File: src/rtl/core/gdn_pkg.sv
// ----------------------------------------------------------------------------
// gdn_pkg
// Shared types, constants, calendar tables and the sequencer program for the
// Gregorian day number converter.
// ----------------------------------------------------------------------------
package gdn_pkg;

  localparam int YEAR_W = 14;
  localparam int DAYN_W = 22;
  localparam int PC_W   = 5;
  localparam int QUO_W  = 8;

  // floor(y / 100) = (y * DIV100_MUL) >> DIV100_SHIFT, exact for 14-bit y
  localparam logic [12:0] DIV100_MUL   = 13'd5243;
  localparam int          DIV100_SHIFT = 19;

  localparam logic [13:0] YEAR_MAX = 14'd9999;

  typedef enum logic [3:0] {
    TY_HOLD,
    TY_YY_M1,
    TY_YY,
    TY_FIRST_M1,
    TY_LAST,
    TY_MID,
    TY_MID_NXT,
    TY_LO_M1,
    TY_LO
  } ty_sel_t;

  typedef enum logic [2:0] {
    ACC_HOLD,
    ACC_FWD_DT,
    ACC_FWD_MON,
    ACC_REM,
    ACC_MONTH
  } acc_op_t;

  typedef enum logic [1:0] {
    SRCH_HOLD,
    SRCH_INIT,
    SRCH_STEP
  } srch_op_t;

  typedef enum logic [1:0] {
    OUT_NONE,
    OUT_FWD,
    OUT_REV,
    OUT_ERR
  } out_op_t;

  typedef enum logic [3:0] {
    CND_NEVER,
    CND_ALWAYS,
    CND_OP_REV,
    CND_BAD_DATE,
    CND_BAD_CFG,
    CND_CNT_LE_DT,
    CND_CNT_GT_DT,
    CND_LO_EQ_HI,
    CND_SRCH_NE,
    CND_MONTH_GO
  } cond_t;

  typedef struct packed {
    ty_sel_t          ty_sel;
    acc_op_t          acc_op;
    srch_op_t         srch_op;
    out_op_t          out_op;
    cond_t            cond;
    logic [PC_W-1:0]  target;
  } ctl_t;

  // days-through unit result, from its second stage register
  typedef struct packed {
    logic [DAYN_W-1:0] days;
    logic              leap;
  } dt_res_t;

  // program step addresses
  localparam logic [PC_W-1:0] STEP_IDLE     = 5'd0;
  localparam logic [PC_W-1:0] STEP_DISPATCH = 5'd1;
  localparam logic [PC_W-1:0] STEP_R_START  = 5'd8;
  localparam logic [PC_W-1:0] STEP_S_HEAD   = 5'd13;
  localparam logic [PC_W-1:0] STEP_S_WAIT   = 5'd14;
  localparam logic [PC_W-1:0] STEP_R_YEAR   = 5'd17;
  localparam logic [PC_W-1:0] STEP_M_LOOP   = 5'd21;
  localparam logic [PC_W-1:0] STEP_ERR      = 5'd23;

  function automatic ctl_t mk(ty_sel_t ty, acc_op_t acc, srch_op_t srch, out_op_t outp,
                              cond_t cnd, logic [PC_W-1:0] tgt);
    ctl_t w;
    w.ty_sel  = ty;
    w.acc_op  = acc;
    w.srch_op = srch;
    w.out_op  = outp;
    w.cond    = cnd;
    w.target  = tgt;
    return w;
  endfunction

  // control store: one word per step
  function automatic ctl_t ucode(logic [PC_W-1:0] pc);
    ctl_t w;
    case (pc)
      // forward: date to day count
      5'd1:    w = mk(TY_YY_M1, ACC_HOLD, SRCH_HOLD, OUT_NONE, CND_OP_REV, STEP_R_START);
      5'd2:    w = mk(TY_HOLD, ACC_HOLD, SRCH_HOLD, OUT_NONE, CND_BAD_DATE, STEP_ERR);
      5'd3:    w = mk(TY_YY, ACC_HOLD, SRCH_HOLD, OUT_NONE, CND_NEVER, STEP_IDLE);
      5'd4:    w = mk(TY_HOLD, ACC_FWD_DT, SRCH_HOLD, OUT_NONE, CND_NEVER, STEP_IDLE);
      5'd5:    w = mk(TY_HOLD, ACC_HOLD, SRCH_HOLD, OUT_NONE, CND_NEVER, STEP_IDLE);
      5'd6:    w = mk(TY_HOLD, ACC_FWD_MON, SRCH_HOLD, OUT_NONE, CND_NEVER, STEP_IDLE);
      5'd7:    w = mk(TY_HOLD, ACC_HOLD, SRCH_HOLD, OUT_FWD, CND_ALWAYS, STEP_IDLE);
      // reverse: range check
      5'd8:    w = mk(TY_FIRST_M1, ACC_HOLD, SRCH_INIT, OUT_NONE, CND_BAD_CFG, STEP_ERR);
      5'd9:    w = mk(TY_LAST, ACC_HOLD, SRCH_HOLD, OUT_NONE, CND_NEVER, STEP_IDLE);
      5'd10:   w = mk(TY_HOLD, ACC_HOLD, SRCH_HOLD, OUT_NONE, CND_NEVER, STEP_IDLE);
      5'd11:   w = mk(TY_HOLD, ACC_HOLD, SRCH_HOLD, OUT_NONE, CND_CNT_LE_DT, STEP_ERR);
      5'd12:   w = mk(TY_HOLD, ACC_HOLD, SRCH_HOLD, OUT_NONE, CND_CNT_GT_DT, STEP_ERR);
      // reverse: binary search for the year
      5'd13:   w = mk(TY_MID, ACC_HOLD, SRCH_HOLD, OUT_NONE, CND_LO_EQ_HI, STEP_R_YEAR);
      5'd14:   w = mk(TY_HOLD, ACC_HOLD, SRCH_HOLD, OUT_NONE, CND_NEVER, STEP_IDLE);
      5'd15:   w = mk(TY_HOLD, ACC_HOLD, SRCH_HOLD, OUT_NONE, CND_NEVER, STEP_IDLE);
      5'd16:   w = mk(TY_MID_NXT, ACC_HOLD, SRCH_STEP, OUT_NONE, CND_SRCH_NE, STEP_S_WAIT);
      // reverse: remainder and month walk
      5'd17:   w = mk(TY_LO_M1, ACC_HOLD, SRCH_HOLD, OUT_NONE, CND_NEVER, STEP_IDLE);
      5'd18:   w = mk(TY_LO, ACC_HOLD, SRCH_HOLD, OUT_NONE, CND_NEVER, STEP_IDLE);
      5'd19:   w = mk(TY_HOLD, ACC_HOLD, SRCH_HOLD, OUT_NONE, CND_NEVER, STEP_IDLE);
      5'd20:   w = mk(TY_HOLD, ACC_REM, SRCH_HOLD, OUT_NONE, CND_NEVER, STEP_IDLE);
      5'd21:   w = mk(TY_HOLD, ACC_MONTH, SRCH_HOLD, OUT_NONE, CND_MONTH_GO, STEP_M_LOOP);
      5'd22:   w = mk(TY_HOLD, ACC_HOLD, SRCH_HOLD, OUT_REV, CND_ALWAYS, STEP_IDLE);
      5'd23:   w = mk(TY_HOLD, ACC_HOLD, SRCH_HOLD, OUT_ERR, CND_ALWAYS, STEP_IDLE);
      default: w = mk(TY_HOLD, ACC_HOLD, SRCH_HOLD, OUT_NONE, CND_NEVER, STEP_IDLE);
    endcase
    return w;
  endfunction

  function automatic logic [4:0] month_len(logic [3:0] m, logic leap);
    logic [4:0] len;
    case (m)
      4'd1, 4'd3, 4'd5, 4'd7, 4'd8, 4'd10, 4'd12: len = 5'd31;
      4'd4, 4'd6, 4'd9, 4'd11:                    len = 5'd30;
      4'd2:                                       len = leap ? 5'd29 : 5'd28;
      default:                                    len = 5'd0;
    endcase
    return len;
  endfunction

  // days in the months before month m of a common year
  function automatic logic [8:0] cum_days(logic [3:0] m);
    logic [8:0] d;
    case (m)
      4'd2:    d = 9'd31;
      4'd3:    d = 9'd59;
      4'd4:    d = 9'd90;
      4'd5:    d = 9'd120;
      4'd6:    d = 9'd151;
      4'd7:    d = 9'd181;
      4'd8:    d = 9'd212;
      4'd9:    d = 9'd243;
      4'd10:   d = 9'd273;
      4'd11:   d = 9'd304;
      4'd12:   d = 9'd334;
      default: d = 9'd0;
    endcase
    return d;
  endfunction

endpackage

File: src/rtl/core/gdn_dtcalc.sv
// ----------------------------------------------------------------------------
// gdn_dtcalc
// Two-stage days-through unit: days in years 1..y and the leap flag of y.
// ----------------------------------------------------------------------------
module gdn_dtcalc (
  input  logic                           clk,
  input  logic [gdn_pkg::YEAR_W-1:0]     year_i,
  output gdn_pkg::dt_res_t               res_o
);

  localparam int PROD_W = gdn_pkg::YEAR_W + 13;

  logic [gdn_pkg::DAYN_W-1:0] prod_r;
  logic [gdn_pkg::QUO_W-1:0]  quo_r;
  logic [gdn_pkg::YEAR_W-1:0] yd_r;
  gdn_pkg::dt_res_t           res_r;

  logic [PROD_W-1:0]          prod_full;
  logic [PROD_W-1:0]          recip;
  logic [gdn_pkg::YEAR_W-1:0] hundreds;
  gdn_pkg::dt_res_t           res_nxt;

  always_comb begin
    prod_full = PROD_W'(year_i) * PROD_W'(365);
    recip     = PROD_W'(year_i) * PROD_W'(gdn_pkg::DIV100_MUL);
  end

  // stage 1: y*365 and y/100
  always_ff @(posedge clk) begin
    prod_r <= prod_full[gdn_pkg::DAYN_W-1:0];
    quo_r  <= recip[gdn_pkg::DIV100_SHIFT +: gdn_pkg::QUO_W];
    yd_r   <= year_i;
  end

  // stage 2: y*365 + y/4 - y/100 + y/400, leap by the full rule
  always_comb begin
    hundreds     = gdn_pkg::YEAR_W'(quo_r) * gdn_pkg::YEAR_W'(100);
    res_nxt.days = prod_r + gdn_pkg::DAYN_W'(yd_r >> 2) - gdn_pkg::DAYN_W'(quo_r)
                 + gdn_pkg::DAYN_W'(quo_r >> 2);
    res_nxt.leap = (yd_r[1:0] == 2'd0) && ((yd_r != hundreds) || (quo_r[1:0] == 2'd0));
  end

  always_ff @(posedge clk) begin
    res_r <= res_nxt;
  end

  assign res_o = res_r;

endmodule

File: src/rtl/core/gregorian_day_number_converter.sv
// ----------------------------------------------------------------------------
// gregorian_day_number_converter
// Two-way proleptic Gregorian converter between year/month/day and a day
// count with 0001-01-01 as day 1, run by a microcoded step sequencer.
// ----------------------------------------------------------------------------
//
//  channel | direction | handshake             | word
//  --------+-----------+-----------------------+---------------------------------
//  in      | input     | in_valid / in_ready   | operation, year, month, day, count
//  out     | output    | out_valid / out_ready | count, year, month, day, status
//
//  Flow: one word at a time, one step per cycle unless an output step is held,
//  then idle to take the next word. A date-to-count word runs the forward
//  steps to its output step, or the error step when flagged. A count-to-date
//  word over the default 2000..2100 span runs setup and range check (error
//  step for a count outside it), 6 or 7 halvings that each wait on the
//  two-stage days-through unit, the remainder, a step per month walked, the load.
//  Reset: synchronous, active low; clears the step counter and out_valid.
//  Stalls: in_ready is high only while the sequencer is idle. A held result
//  does not block the next word; the sequencer waits at its output step only.
//
module gregorian_day_number_converter #(
  parameter int SEARCH_FIRST_YEAR = 2000,
  parameter int SEARCH_LAST_YEAR  = 2100
) (
  input  logic        clk,
  input  logic        rst_n,

  input  logic        in_valid,
  output logic        in_ready,
  input  logic        in_operation,
  input  logic [13:0] in_year,
  input  logic [3:0]  in_month,
  input  logic [4:0]  in_day,
  input  logic [21:0] in_day_number,

  output logic        out_valid,
  input  logic        out_ready,
  output logic [21:0] out_day_number,
  output logic [11:0] out_year,
  output logic [3:0]  out_month,
  output logic [4:0]  out_day,
  output logic        out_status
);

  localparam int YW = gdn_pkg::YEAR_W;
  localparam int DW = gdn_pkg::DAYN_W;

  localparam logic [YW-1:0] FIRST_Y    = YW'(SEARCH_FIRST_YEAR);
  localparam logic [YW-1:0] FIRST_Y_M1 = YW'(SEARCH_FIRST_YEAR - 1);
  localparam logic [YW-1:0] LAST_Y     = YW'(SEARCH_LAST_YEAR);
  localparam logic          BAD_CFG    = (SEARCH_FIRST_YEAR > SEARCH_LAST_YEAR);

  // sequencer
  logic [gdn_pkg::PC_W-1:0] pc_r, pc_nxt;
  gdn_pkg::ctl_t            ctl;

  // latched word
  logic          op_r;
  logic [YW-1:0] yy_r;
  logic [3:0]    mm_r;
  logic [4:0]    dd_r;
  logic [DW-1:0] cnt_r;

  // datapath registers
  logic [YW-1:0] ty_r, ty_nxt;
  logic [YW-1:0] lo_r, lo_nxt;
  logic [YW-1:0] hi_r, hi_nxt;
  logic [DW-1:0] acc_r, acc_nxt;
  logic [3:0]    mon_r, mon_nxt;

  // output register
  logic          out_valid_r, out_valid_nxt;
  logic [DW-1:0] o_dn_r, o_dn_nxt;
  logic [11:0]   o_year_r, o_year_nxt;
  logic [3:0]    o_mon_r, o_mon_nxt;
  logic [4:0]    o_day_r, o_day_nxt;
  logic          o_stat_r, o_stat_nxt;

  gdn_pkg::dt_res_t dt;

  logic          accept;
  logic          out_busy;
  logic          hold;
  logic          cond_hit;
  logic          bad_date;
  logic          dt_ge_cnt;
  logic [YW:0]   mid_sum, mid_nxt_sum;
  logic [YW-1:0] mid, mid_nxt;
  logic [YW-1:0] lo_step, hi_step;
  logic [4:0]    mlen;
  logic          month_done;

  // shared adder
  logic [DW-1:0] add_a, add_b, add_sum;
  logic          add_sub, add_cin;

  gdn_dtcalc u_dtcalc (
    .clk    (clk),
    .year_i (ty_r),
    .res_o  (dt)
  );

  assign accept   = in_valid && in_ready;
  assign in_ready = (pc_r == gdn_pkg::STEP_IDLE);
  assign out_busy = out_valid_r && !out_ready;
  assign ctl      = gdn_pkg::ucode(pc_r);

  // stall an output step while the previous result is still held
  assign hold = (ctl.out_op != gdn_pkg::OUT_NONE) && out_busy;

  always_comb begin
    bad_date  = (mm_r == 4'd0) || (mm_r > 4'd12) || (dd_r == 5'd0)
              || (yy_r == '0) || (yy_r > gdn_pkg::YEAR_MAX);
    dt_ge_cnt = (dt.days >= cnt_r);

    // search halving; ty_r holds the midpoint at the update step
    mid_sum     = {1'b0, lo_r} + {1'b0, hi_r};
    mid         = mid_sum[YW:1];
    lo_step     = dt_ge_cnt ? lo_r : ty_r + YW'(1);
    hi_step     = dt_ge_cnt ? ty_r : hi_r;
    mid_nxt_sum = {1'b0, lo_step} + {1'b0, hi_step};
    mid_nxt     = mid_nxt_sum[YW:1];

    mlen       = gdn_pkg::month_len(mon_r, dt.leap);
    month_done = (acc_r <= DW'(mlen)) || (mon_r >= 4'd12);
  end

  // branch condition
  always_comb begin
    case (ctl.cond)
      gdn_pkg::CND_NEVER:     cond_hit = 1'b0;
      gdn_pkg::CND_ALWAYS:    cond_hit = 1'b1;
      gdn_pkg::CND_OP_REV:    cond_hit = op_r;
      gdn_pkg::CND_BAD_DATE:  cond_hit = bad_date;
      gdn_pkg::CND_BAD_CFG:   cond_hit = BAD_CFG;
      gdn_pkg::CND_CNT_LE_DT: cond_hit = dt_ge_cnt;
      gdn_pkg::CND_CNT_GT_DT: cond_hit = !dt_ge_cnt;
      gdn_pkg::CND_LO_EQ_HI:  cond_hit = (lo_r == hi_r);
      gdn_pkg::CND_SRCH_NE:   cond_hit = (lo_step != hi_step);
      gdn_pkg::CND_MONTH_GO:  cond_hit = !month_done;
      default:                cond_hit = 1'b0;
    endcase
  end

  // step counter: idle waits for a word, output steps wait for the sink
  always_comb begin
    if (pc_r == gdn_pkg::STEP_IDLE) begin
      pc_nxt = accept ? gdn_pkg::STEP_DISPATCH : gdn_pkg::STEP_IDLE;
    end else if (hold) begin
      pc_nxt = pc_r;
    end else if (cond_hit) begin
      pc_nxt = ctl.target;
    end else begin
      pc_nxt = pc_r + gdn_pkg::PC_W'(1);
    end
  end

  // shared adder operand select: a + (b ^ sub) + cin
  always_comb begin
    add_a   = acc_r;
    add_b   = '0;
    add_sub = 1'b0;
    add_cin = 1'b0;
    case (ctl.acc_op)
      gdn_pkg::ACC_FWD_DT: begin
        add_a = dt.days;
        add_b = DW'(dd_r);
      end
      gdn_pkg::ACC_FWD_MON: begin
        add_b   = DW'(gdn_pkg::cum_days(mm_r));
        add_cin = (mm_r > 4'd2) && dt.leap;
      end
      gdn_pkg::ACC_REM: begin
        add_a   = cnt_r;
        add_b   = dt.days;
        add_sub = 1'b1;
        add_cin = 1'b1;
      end
      gdn_pkg::ACC_MONTH: begin
        add_b   = DW'(mlen);
        add_sub = 1'b1;
        add_cin = 1'b1;
      end
      default: begin
      end
    endcase
    add_sum = add_a + (add_b ^ {DW{add_sub}}) + DW'(add_cin);
  end

  // datapath next values
  always_comb begin
    case (ctl.ty_sel)
      gdn_pkg::TY_YY_M1:    ty_nxt = yy_r - YW'(1);
      gdn_pkg::TY_YY:       ty_nxt = yy_r;
      gdn_pkg::TY_FIRST_M1: ty_nxt = FIRST_Y_M1;
      gdn_pkg::TY_LAST:     ty_nxt = LAST_Y;
      gdn_pkg::TY_MID:      ty_nxt = mid;
      gdn_pkg::TY_MID_NXT:  ty_nxt = mid_nxt;
      gdn_pkg::TY_LO_M1:    ty_nxt = lo_r - YW'(1);
      gdn_pkg::TY_LO:       ty_nxt = lo_r;
      default:              ty_nxt = ty_r;
    endcase

    case (ctl.srch_op)
      gdn_pkg::SRCH_INIT: begin
        lo_nxt = FIRST_Y;
        hi_nxt = LAST_Y;
      end
      gdn_pkg::SRCH_STEP: begin
        lo_nxt = lo_step;
        hi_nxt = hi_step;
      end
      default: begin
        lo_nxt = lo_r;
        hi_nxt = hi_r;
      end
    endcase

    acc_nxt = acc_r;
    mon_nxt = mon_r;
    case (ctl.acc_op)
      gdn_pkg::ACC_FWD_DT, gdn_pkg::ACC_FWD_MON: begin
        acc_nxt = add_sum;
      end
      gdn_pkg::ACC_REM: begin
        acc_nxt = add_sum;
        mon_nxt = 4'd1;
      end
      gdn_pkg::ACC_MONTH: begin
        // advance a month only while the remainder overruns it and the month is below 12
        if (!month_done) begin
          acc_nxt = add_sum;
          mon_nxt = mon_r + 4'd1;
        end
      end
      default: begin
      end
    endcase
  end

  // output register: load on an output step, drop valid when taken
  always_comb begin
    out_valid_nxt = out_valid_r && !out_ready;
    o_dn_nxt      = o_dn_r;
    o_year_nxt    = o_year_r;
    o_mon_nxt     = o_mon_r;
    o_day_nxt     = o_day_r;
    o_stat_nxt    = o_stat_r;
    if (!hold) begin
      case (ctl.out_op)
        gdn_pkg::OUT_FWD: begin
          out_valid_nxt = 1'b1;
          o_dn_nxt      = acc_r;
          o_year_nxt    = '0;
          o_mon_nxt     = '0;
          o_day_nxt     = '0;
          o_stat_nxt    = 1'b0;
        end
        gdn_pkg::OUT_REV: begin
          out_valid_nxt = 1'b1;
          o_dn_nxt      = '0;
          o_year_nxt    = lo_r[11:0];
          o_mon_nxt     = mon_r;
          o_day_nxt     = acc_r[4:0];
          o_stat_nxt    = 1'b0;
        end
        gdn_pkg::OUT_ERR: begin
          out_valid_nxt = 1'b1;
          o_dn_nxt      = '0;
          o_year_nxt    = '0;
          o_mon_nxt     = '0;
          o_day_nxt     = '0;
          o_stat_nxt    = 1'b1;
        end
        default: begin
        end
      endcase
    end
  end

  always_ff @(posedge clk) begin
    if (!rst_n) begin
      pc_r        <= gdn_pkg::STEP_IDLE;
      out_valid_r <= 1'b0;
    end else begin
      pc_r        <= pc_nxt;
      out_valid_r <= out_valid_nxt;
    end
  end

  // payload registers, no reset
  always_ff @(posedge clk) begin
    if (accept) begin
      op_r  <= in_operation;
      yy_r  <= in_year;
      mm_r  <= in_month;
      dd_r  <= in_day;
      cnt_r <= in_day_number;
    end
    ty_r     <= ty_nxt;
    lo_r     <= lo_nxt;
    hi_r     <= hi_nxt;
    acc_r    <= acc_nxt;
    mon_r    <= mon_nxt;
    o_dn_r   <= o_dn_nxt;
    o_year_r <= o_year_nxt;
    o_mon_r  <= o_mon_nxt;
    o_day_r  <= o_day_nxt;
    o_stat_r <= o_stat_nxt;
  end

  assign out_valid      = out_valid_r;
  assign out_day_number = o_dn_r;
  assign out_year       = o_year_r;
  assign out_month      = o_mon_r;
  assign out_day        = o_day_r;
  assign out_status     = o_stat_r;

endmodule

File: config.mk
export PLATFORM = sky130hd
export DESIGN_NAME = gregorian_day_number_converter
export DESIGN_NICKNAME = d
export VERILOG_FILES = /design/src/rtl/core/gdn_pkg.sv /design/src/rtl/core/gdn_dtcalc.sv /design/src/rtl/core/gregorian_day_number_converter.sv
export SDC_FILE = /design/constraint.sdc
export NUM_CORES = 1
export LEC_CHECK = 0
export BUFFER_PORTS_ARGS = -buffer_cell sky130_fd_sc_hd__buf_2
export CAP_MARGIN = 20
export CORE_MARGIN = 5
export CORE_UTILIZATION = 50
export DETAILED_ROUTE_END_ITERATION = 10
export PLACE_DENSITY = 0.72
export SETUP_SLACK_MARGIN = 0.3
export SYNTH_ARGS = -nofsm -noshare
export SYNTH_HDL_FRONTEND = slang
export SYNTH_SLANG_ARGS = --single-unit
File: constraint.sdc
create_clock -name clk -period 16.6 [get_ports clk]
set_clock_uncertainty 0.05 [all_clocks]
set_input_delay 4.98 -clock clk [delete_from_list [all_inputs] [get_ports clk]]
set_output_delay 4.98 -clock clk [all_outputs]
set_load 0.1 [all_outputs]
### Yosys cells after proc, flatten, opt, wreduce, memory -nomap -nowiden

Memories as Yosys holds them, arrays and structs flattened. A register that Yosys moved wholly into a read port is not among the register bits.
Cells that the tools add are included.
Widths: inputs -> output; s select.

* register bits: 231
* bits in latches: 0
* memory bits (writable): 0
* ROM bits: 784
* bits of input ports: 50
* output and inout bits: 46
* word-level logic and storage cells: 160
* memories: 2

* add/sub/neg operators: 12
* $mul: 3
* div/mod/pow operators: 0
* order comparisons: 6
* equality and inequality tests: 42
* shift operators: 0
* multiplexer cells: 30
* bitwise logic cells: 2
* reduce and logical (&&, ||, !) cells: 41

Memories
* (name not given): words 32, bits a word 20, rd ports 1, clocked after memory_dff 1, wr ports 0, line gdn_pkg.sv:105 `case (pc)`
* (name not given): words 16, bits a word 9, rd ports 1, clocked after memory_dff 1, wr ports 0, line gdn_pkg.sv:152 `case (m)`

Operator list (number)
* $pmux 22 s2: 3
* $pmux 14 s8: 1
* $pmux 22 s4: 1
* $pmux 14 s2: 2
* $eq 4x3->1 const B: 11
* $eq 4x4->1 const B: 8
* $add 14x14->15: 2
* $mux 14: 2
* $ne 14x14->1: 2
* $sub 14x1->14 const B: 2
* $mul 14x13->27 const B: 1
* $mux 5: 5
* $eq 4x2->1 const B: 6
* $pmux 12 s2: 1
* $add 22x1->22: 1
* $add 22x12->22: 1
* $add 22x22->22: 1
* $add 22x6->22: 1
* $ge 22x22->1: 1
* $le 22x5->1: 1
* $mul 14x9->22 const B: 1
* $mux 22: 1
* $sub 22x8->22: 1
* $xor 22x22->22: 1
* 38 further kinds: 79

### Logic depth before layout (Yosys ltp)

Gate-level depths: netlist of the first run.

* depth after elaboration: 12
* gate-level depth with buffers: 28
* depth with buffers taken out: 26

### Modules after synthesis

A second synthesis of the first run with hierarchy kept.

* cells, all modules: 2176
* area, all modules: 21548.2 µm²

Modules (own cells, without submodules)
* gregorian_day_number_converter: times used 1, cells an instance 1244, area each 12445.7 µm², sequential area each 5425.2 µm²
* gdn_dtcalc: times used 1, cells an instance 932, area each 9102.5 µm², sequential area each 1301.2 µm²

### Worst setup path before layout of the first run

Ideal clock, no wire load.

* path type: reg-to-output
* start point: register pc_r[0] in the netlist's numbering
* end point: output in_ready
* data arrival time: 3.854 ns
* data required time: 11.570 ns
* setup slack: 7.716 ns
* cell stages (with the launch flop): 4
* cell sequence: dfxtp_1 -> inv_1 -> ha_1 -> nor4b_1

* word-level cells in the longest chain between the ends: 1

RTL lines
* start, declared: line gregorian_day_number_converter.sv:55 `logic [gdn_pkg::PC_W-1:0] pc_r, pc_nxt;`
* start signal, assigned: line gregorian_day_number_converter.sv:284 `pc_r <= gdn_pkg::STEP_IDLE;`
* start signal, assigned: line gregorian_day_number_converter.sv:287 `pc_r <= pc_nxt;`
* $logic_not 5->1: line gregorian_day_number_converter.sv:105 `assign in_ready = (pc_r == gdn_pkg::STEP_IDLE);`
* end, declared: line gregorian_day_number_converter.sv:30 `output logic in_ready,`

No other way between the ends.

### Worst setup path in the final report of the first run

* start point: input out_ready
* end point: register ctl[16] (netlist name)

* word-level cells in the longest chain between the ends: 6

RTL lines
* start, declared: line gregorian_day_number_converter.sv:38 `input logic out_ready,`
* $logic_not 1->1: line gregorian_day_number_converter.sv:106 `assign out_busy = out_valid_r && !out_ready;`
* $logic_and 1x1->1: line gregorian_day_number_converter.sv:106
* $logic_and 1x1->1: line gregorian_day_number_converter.sv:110 `assign hold = (ctl.out_op != gdn_pkg::OUT_NONE) && out_busy;`
* $ne 2x2->1 (no source line)
* $mux 5 (no source line) (2 in a row)

No other way between the ends.
A chain may end at the register's enable or synchronous reset.

==> flow_metrics.tcl, run 1 <==
set metrics [dict create \
    worstMarginPinSlew_ps 972.0 \
    dp_cells 2728 \
    cp.arrival_ps 7500 \
    ys_dominant_reg_cell "edfxtp_1" \
    start_util 0.5051 \
    diodes 0 \
    cts_tree "done" \
    finalSetupTns_ps 0 \
    cts_sinks 257 \
    status "finished, final reports clean" \
    drt_iter0_markers 1156 \
    min_path_type "register to register" \
    yosysSeqAreaShare 0.3182 \
    start_kind "input port" \
    fin_cells 2784 \
    synth_most_common_cell "inv_1" \
    drt_pass1_iterations 6 \
    synthDistinctLibCells 79 \
    die_x_um 215.6 \
    syn-cell-area_sq_um 21140 \
    io_pins 96 \
    crit_type "input port to register" \
    track_usage 0.2160 \
    grt-ovfl-total 0 \
    r2r_start "cnt_r[12]" \
    synth-edff-count 158 \
    post_cts_buffers 0 \
    crit_top_cell "nor2_1" \
    drive_gt1_frac 0.08953 \
    route.detailed.drc 0 \
    core_area_sq_um 41850 \
    synth_top_cell_area_share 0.2244 \
    grt_pass1_vias 15716 \
    worstHoldStart "out_valid" \
    drv_slew 0 \
    min_path_cells 2 \
    period_share 0.4242 \
    ctsResizeCount 0 \
    final_area_sq_um 23210 \
    final_period_minus_worst_setup_slack_ps 7042 \
    slowest_stage "a311oi_2" \
    port_buffers 95 \
    r2r_end "ctl[16]" \
    worst_ep_required_time_ps 17050 \
    ant_nets 0 \
    totalWireLength_um 50630 \
    placement.cell_area_sq_um 22190 \
    yosys_register_bits 257 \
    wl_per_cell_um 18.18 \
    min_to "out_valid" \
    crit_path_max_incr_delay_ps 800 \
    num_vias 15452 \
    synthAdderAreaFrac 0.2969 \
    nNetsFinal 2699 \
    hold_buffers 0 \
    cts_buffer_depth 3 \
    synthTopCellsByArea "edfxtp_1 22%, ha_1 18%, fa_1 12%, dfxtp_1 9.4%, inv_1 5.7%" \
    crit_path_end_kind "register" \
    die_h_um 215.6 \
    dp_hpwl_um 40080 \
    ys.warnings.count 0 \
    yosys.area.top_type "edfxtp_1" \
    cp_cell_sequence "buf_2 > nand2b_1 > nor2_1 > nor2_1 > nand2_1 > nor3_1 > a311oi_2 > nand3_1 > mux2i_1 > a21o_1" \
    grt_setup_unrepaired "no" \
    avgSynthCellArea_sq_um 9.912 \
    clock_latency_ps 560 \
    vias_per_cell 5.550 \
    setup_violations 0 \
    netlist_top_cells_count "322 x inv_1, 300 x ha_1, 158 x edfxtp_1" \
    r2r_slack_ps 10080 \
    cts_buffers 29 \
    yosys.area_share.simple 0.1228 \
    slew-limit-headroom 0.3511 \
    synth-compound-area-share 0.1211 \
    synthMuxAreaShare 0.02492 \
    num_rows 75 \
    synth-xor-area-share 0.04930 \
    synthArstFlopShare 0 \
    antenna_found_initial 0 \
    reg2regPathDepth 20 \
    cts-root-buf "clkbuf_16" \
    clkTransAtPathRegs_ps 60 \
    h-tree-depth 1 \
    cp_num_buf_inv 1 \
    max_clock_freq_ghz 0.1420 \
    grt_pass1_wl_um 82780 \
    drv_cap 0 \
    synth_top_family_by_area "adder cells" \
    gp_congestion 0.9369 \
    cp_top_family "simple AND/OR/NAND/NOR gates" \
    path_max_fanout 12 \
    synth.net_count 2609 \
    postSynthCellCount 2133 \
    area_growth_syn_to_layout_pct 9.765 \
    grt_max_degree 53 \
    hold_viol 0 \
    die-area_sq_um 46500 \
]
==> worst max-delay path by stage <==
stage	startpoint	endpoint	slack, ps	cells past startpoint
6_report	out_ready	ctl[16]	9560	10
5_1_grt	out_ready	ctl[16]	9300	10
4_1_cts	pc_r[0]	in_ready	9560	5
3_5_place_dp	out_ready	ctl[16]	9060	10
3_3_place_gp	out_ready	ctl[16]	9110	10
2_1_floorplan	pc_r[0]	in_ready	7720	3
==> kinds of logic after synthesis <==
group                    count (synthesis)
multiplexers                            52
XOR/XNOR                               119
AND/OR/NAND/NOR                        516
adder cells (fa/ha/maj)                426
buffers and inverters                  372
AO/OA/AOI/OAI                          391
flip-flops                             257
==> per-layer routing <==
metal | routed length [um] | share of wire | vias to the layer above | track usage
met5 | 0 | 0 | - | 0
met4 | 1460 | 0.029 | 0 | 0.06017
met3 | 3141 | 0.062 | 102 | 0.02803
met2 | 23850 | 0.47 | 448 | 0.3646
met1 | 22170 | 0.44 | 7384 | 0.2942
li1 | - | - | 7518 | -
==> state kept, by name, indices dropped and copies added (netlist names), named ones only <==
| signal | count |
|---|---|
| ty_r | 14 |
| acc_r | 22 |
| u_dtcalc.yd_r | 12 |
| mon_r | 4 |
| out_valid | 1 |
| out_month | 4 |
| cnt_r | 22 |
| op_r | 1 |
| hi_r | 14 |
| mm_r | 4 |
| out_year | 12 |
| u_dtcalc.res_o | 23 |
| u_dtcalc.prod_r | 22 |
| dd_r | 5 |
| yy_r | 14 |
| out_day_number | 22 |
| lo_r | 14 |
| out_day | 5 |
| ctl | 19 |
| out_status | 1 |
| pc_r | 5 |
| u_dtcalc.quo_r | 8 |
==> layout make-up <==
class,instances,area (sq um)
Sequential cell,257,6728
Multi-Input combinational cell,1504,13020
Inverter,323,1212
Fill cell,3640,18650
Timing Repair Buffer,108,595.6
Clock buffer,39,793.3
Tap cell,539,674.4
Clock inverter,14,182.7
==> stage by stage <==
stage	hold slack, ps	worst slack, ps	util
6_report	465.6	9558	0.5545
4_1_cts	469.4	9556	0.5536
3_3_place_gp	454.8	9113	0.5299
3_5_place_dp	456.7	9061	0.5303
2_1_floorplan	399.3	7716	-
5_1_grt	520.9	9298	0.5545
==> cell usage in the layout, fill, tap and decap left out, drive strengths merged, types with 12 or more instances in the layout <==
master,netlist,layout
a211oi,12,12
a21o,29,29
a21oi,100,100
a22oi,16,16
and2,25,25
and3,15,15
buf,9,108
clkbuf,40,39
dfxtp,99,99
edfxtp,158,158
fa,126,126
ha,300,300
inv,322,323
mux2i,47,47
nand2,113,113
nand2b,17,17
nand3,42,42
nand4,13,13
nor2,136,136
nor2b,68,68
nor3,33,33
nor4,19,19
o21a,16,16
o21ai,110,110
o22ai,15,15
or2,14,14
xnor2,98,98
xor2,21,21
==> worst reg2reg max path: stages (launching register included) <==
cell       delay [ps]
edfxtp_1          410
inv_1              80
ha_1              230
o21ai_0           170
nor2_1             70
a2111oi_0         500
a21bo_1           190
nand3_1           600
o21ai_0           540
ha_1              350
nor4_1            360
nand4_1           290
o21ai_0           230
a21oi_1            80
a311oi_2          310
o21a_1            290
nand2_4           110
a311oi_2          800
nand3_1           430
mux2i_1           260
a21o_1            140
Power of run 1 is left out: the tool's default activity adds up to more than one toggle a clock period on the data nets, which glitch-free logic cannot reach.
==> inputs of run 2 (changes only) <==
--- a/config.mk
+++ b/config.mk
@@ -10,7 +10,7 @@
 export CORE_MARGIN = 5
 export CORE_UTILIZATION = 50
 export DETAILED_ROUTE_END_ITERATION = 10
-export PLACE_DENSITY = 0.72
+export PLACE_DENSITY = 0.75
 export SETUP_SLACK_MARGIN = 0.3
 export SYNTH_ARGS = -nofsm -noshare
 export SYNTH_HDL_FRONTEND = slang
==> constraint.sdc (replaced) <==
create_clock -name clk -period 5.85 [get_ports clk]
set_clock_uncertainty 0.05 [all_clocks]
set_input_delay 1.755 -clock clk [delete_from_list [all_inputs] [get_ports clk]]
set_output_delay 1.755 -clock clk [all_outputs]
set_load 0.1 [all_outputs]
==> flow_metrics.tcl, run 2 (synthesis gave the netlist of run 1 again) <==
set metrics [dict create \
    crit_path_end_kind "register" \
    grt_setup_unrepaired "yes" \
    die_x_um 215.6 \
    dp_cells 2778 \
    layout_common_cells "318 x inv_1, 282 x ha_1, 158 x edfxtp_1" \
    final_area_sq_um 24300 \
    start_kind "register" \
    dp_hpwl_um 42000 \
    die_h_um 215.6 \
    port_buffers 95 \
    grt_pass1_vias 16490 \
    path_max_fanout 5 \
    placement.cell_area_sq_um 22610 \
    layout_commonest_cell "inv_1" \
    crit_type "register to register" \
    diodes 0 \
    clkTransAtPathRegs_ps 70 \
    nNetsFinal 2776 \
    route.detailed.drc 0 \
    gp_congestion 1.007 \
    grt-ovfl-total 0 \
    h-tree-depth 1 \
    drv_cap 0 \
    cp.arrival_ps 5840 \
    worst_ep_required_time_ps 6240 \
    slew-limit-headroom 0.3665 \
    min_path_type "register to register" \
    cts-root-buf "clkbuf_16" \
    reg2regPathDepth 19 \
    drt_pass1_iterations 5 \
    grt_pass1_wl_um 85130 \
    wl_per_cell_um 18.61 \
    final_period_minus_worst_setup_slack_ps 5447 \
    grt_max_degree 43 \
    core_area_sq_um 41850 \
    drt_iter0_markers 1198 \
    max_clock_freq_ghz 0.1836 \
    io_pins 96 \
    clock_latency_ps 560 \
    num_rows 75 \
    die-area_sq_um 46500 \
    drv_slew 0 \
    status "finished, final reports clean" \
    cts_tree "done" \
    fill_cells 3472 \
    hold_buffers 0 \
    drive_gt1_frac 0.1491 \
    cts_buffer_depth 3 \
    track_usage 0.2224 \
    num_vias 15963 \
    worstMarginPinSlew_ps 946.8 \
    antenna_found_initial 0 \
    min_path_cells 0 \
    cts_sinks 257 \
    cts_buffers 27 \
    start_util 0.5051 \
    fin_cells 2860 \
    area_growth_syn_to_layout_pct 14.96 \
    setup_violations 0 \
    vias_per_cell 5.581 \
    hold_viol 0 \
    largest_register_ffs 23 \
    ant_nets 0 \
    period_share 0.9311 \
    totalWireLength_um 53210 \
]
[run 2: layout make-up]
class                      count  area [sq um]  area share
clock buffer                  30         739.5     0.03043
clock inverter                20         182.7    0.007516
inverter                     323          1212     0.04989
multi-input combinational   1504         13460      0.5540
sequential                   257          6728      0.2768
tap                          539         674.4     0.02775
timing repair buffer         187          1303     0.05359
[run 2: per-stage QoR]
stage | hold slack (ps) | utilization | setup WS (ps) | TNS (ps)
2_1_floorplan | 399.3 | - | 446.9 | 0
3_3_place_gp | 365.1 | 0.5395 | 213.1 | 0
3_5_place_dp | 389.4 | 0.5402 | -8.149 | -8.149
4_1_cts | 404.9 | 0.5650 | 326.3 | 0
5_1_grt | 473.9 | 0.5807 | 165.0 | 0
6_report | 473.0 | 0.5807 | 403.2 | 0
[run 2: path summary, 6_finish.rpt]
path	end	startpoint	slack [ps]
hold reg to reg	u_dtcalc.yd_r[7]	ty_r[7]	470
setup / recovery	u_dtcalc.prod_r[21]	ty_r[7]	400
hold / removal	u_dtcalc.yd_r[7]	ty_r[7]	470
setup reg to reg	u_dtcalc.prod_r[21]	ty_r[7]	400
[run 2: timing repair]
| action | 4_1_cts | 5_1_grt |
|---|---|---|
| cloned | 1 | 3 |
| setup buffers | 7 | 16 |
| setup endpoints to repair | 20 | 33 |
| pin swaps | 2 | 30 |
| endpoints found under the hold margin | 0 | 0 |
| resized for setup | 12 | 93 |
[run 2: critical path: stages, from the launching register on]
cell and delay, ps:
edfxtp_1 480, buf_4 210, ha_4 260, fa_1 540
inv_1 50, fa_1 460, fa_1 540, inv_1 40
ha_1 320, nor2b_1 140, o21ai_0 200, a21boi_1 120
o21ai_0 230, a21boi_1 140, o21ai_1 190, a21oi_1 140
o41ai_2 420, o21ai_1 170, or4_1 470, and3_1 170
[run 2: metal layers]
layer	share of wire	up-vias	wire, um	GRT usage
met1	0.42	7639	22500	0.2884
li1	-	7672	-	-
met4	0.030	0	1575	0.07041
met2	0.49	538	26190	0.3904
met3	0.055	114	2947	0.02607
met5	0	-	0	0
Power of run 2 is left out for the same reason.
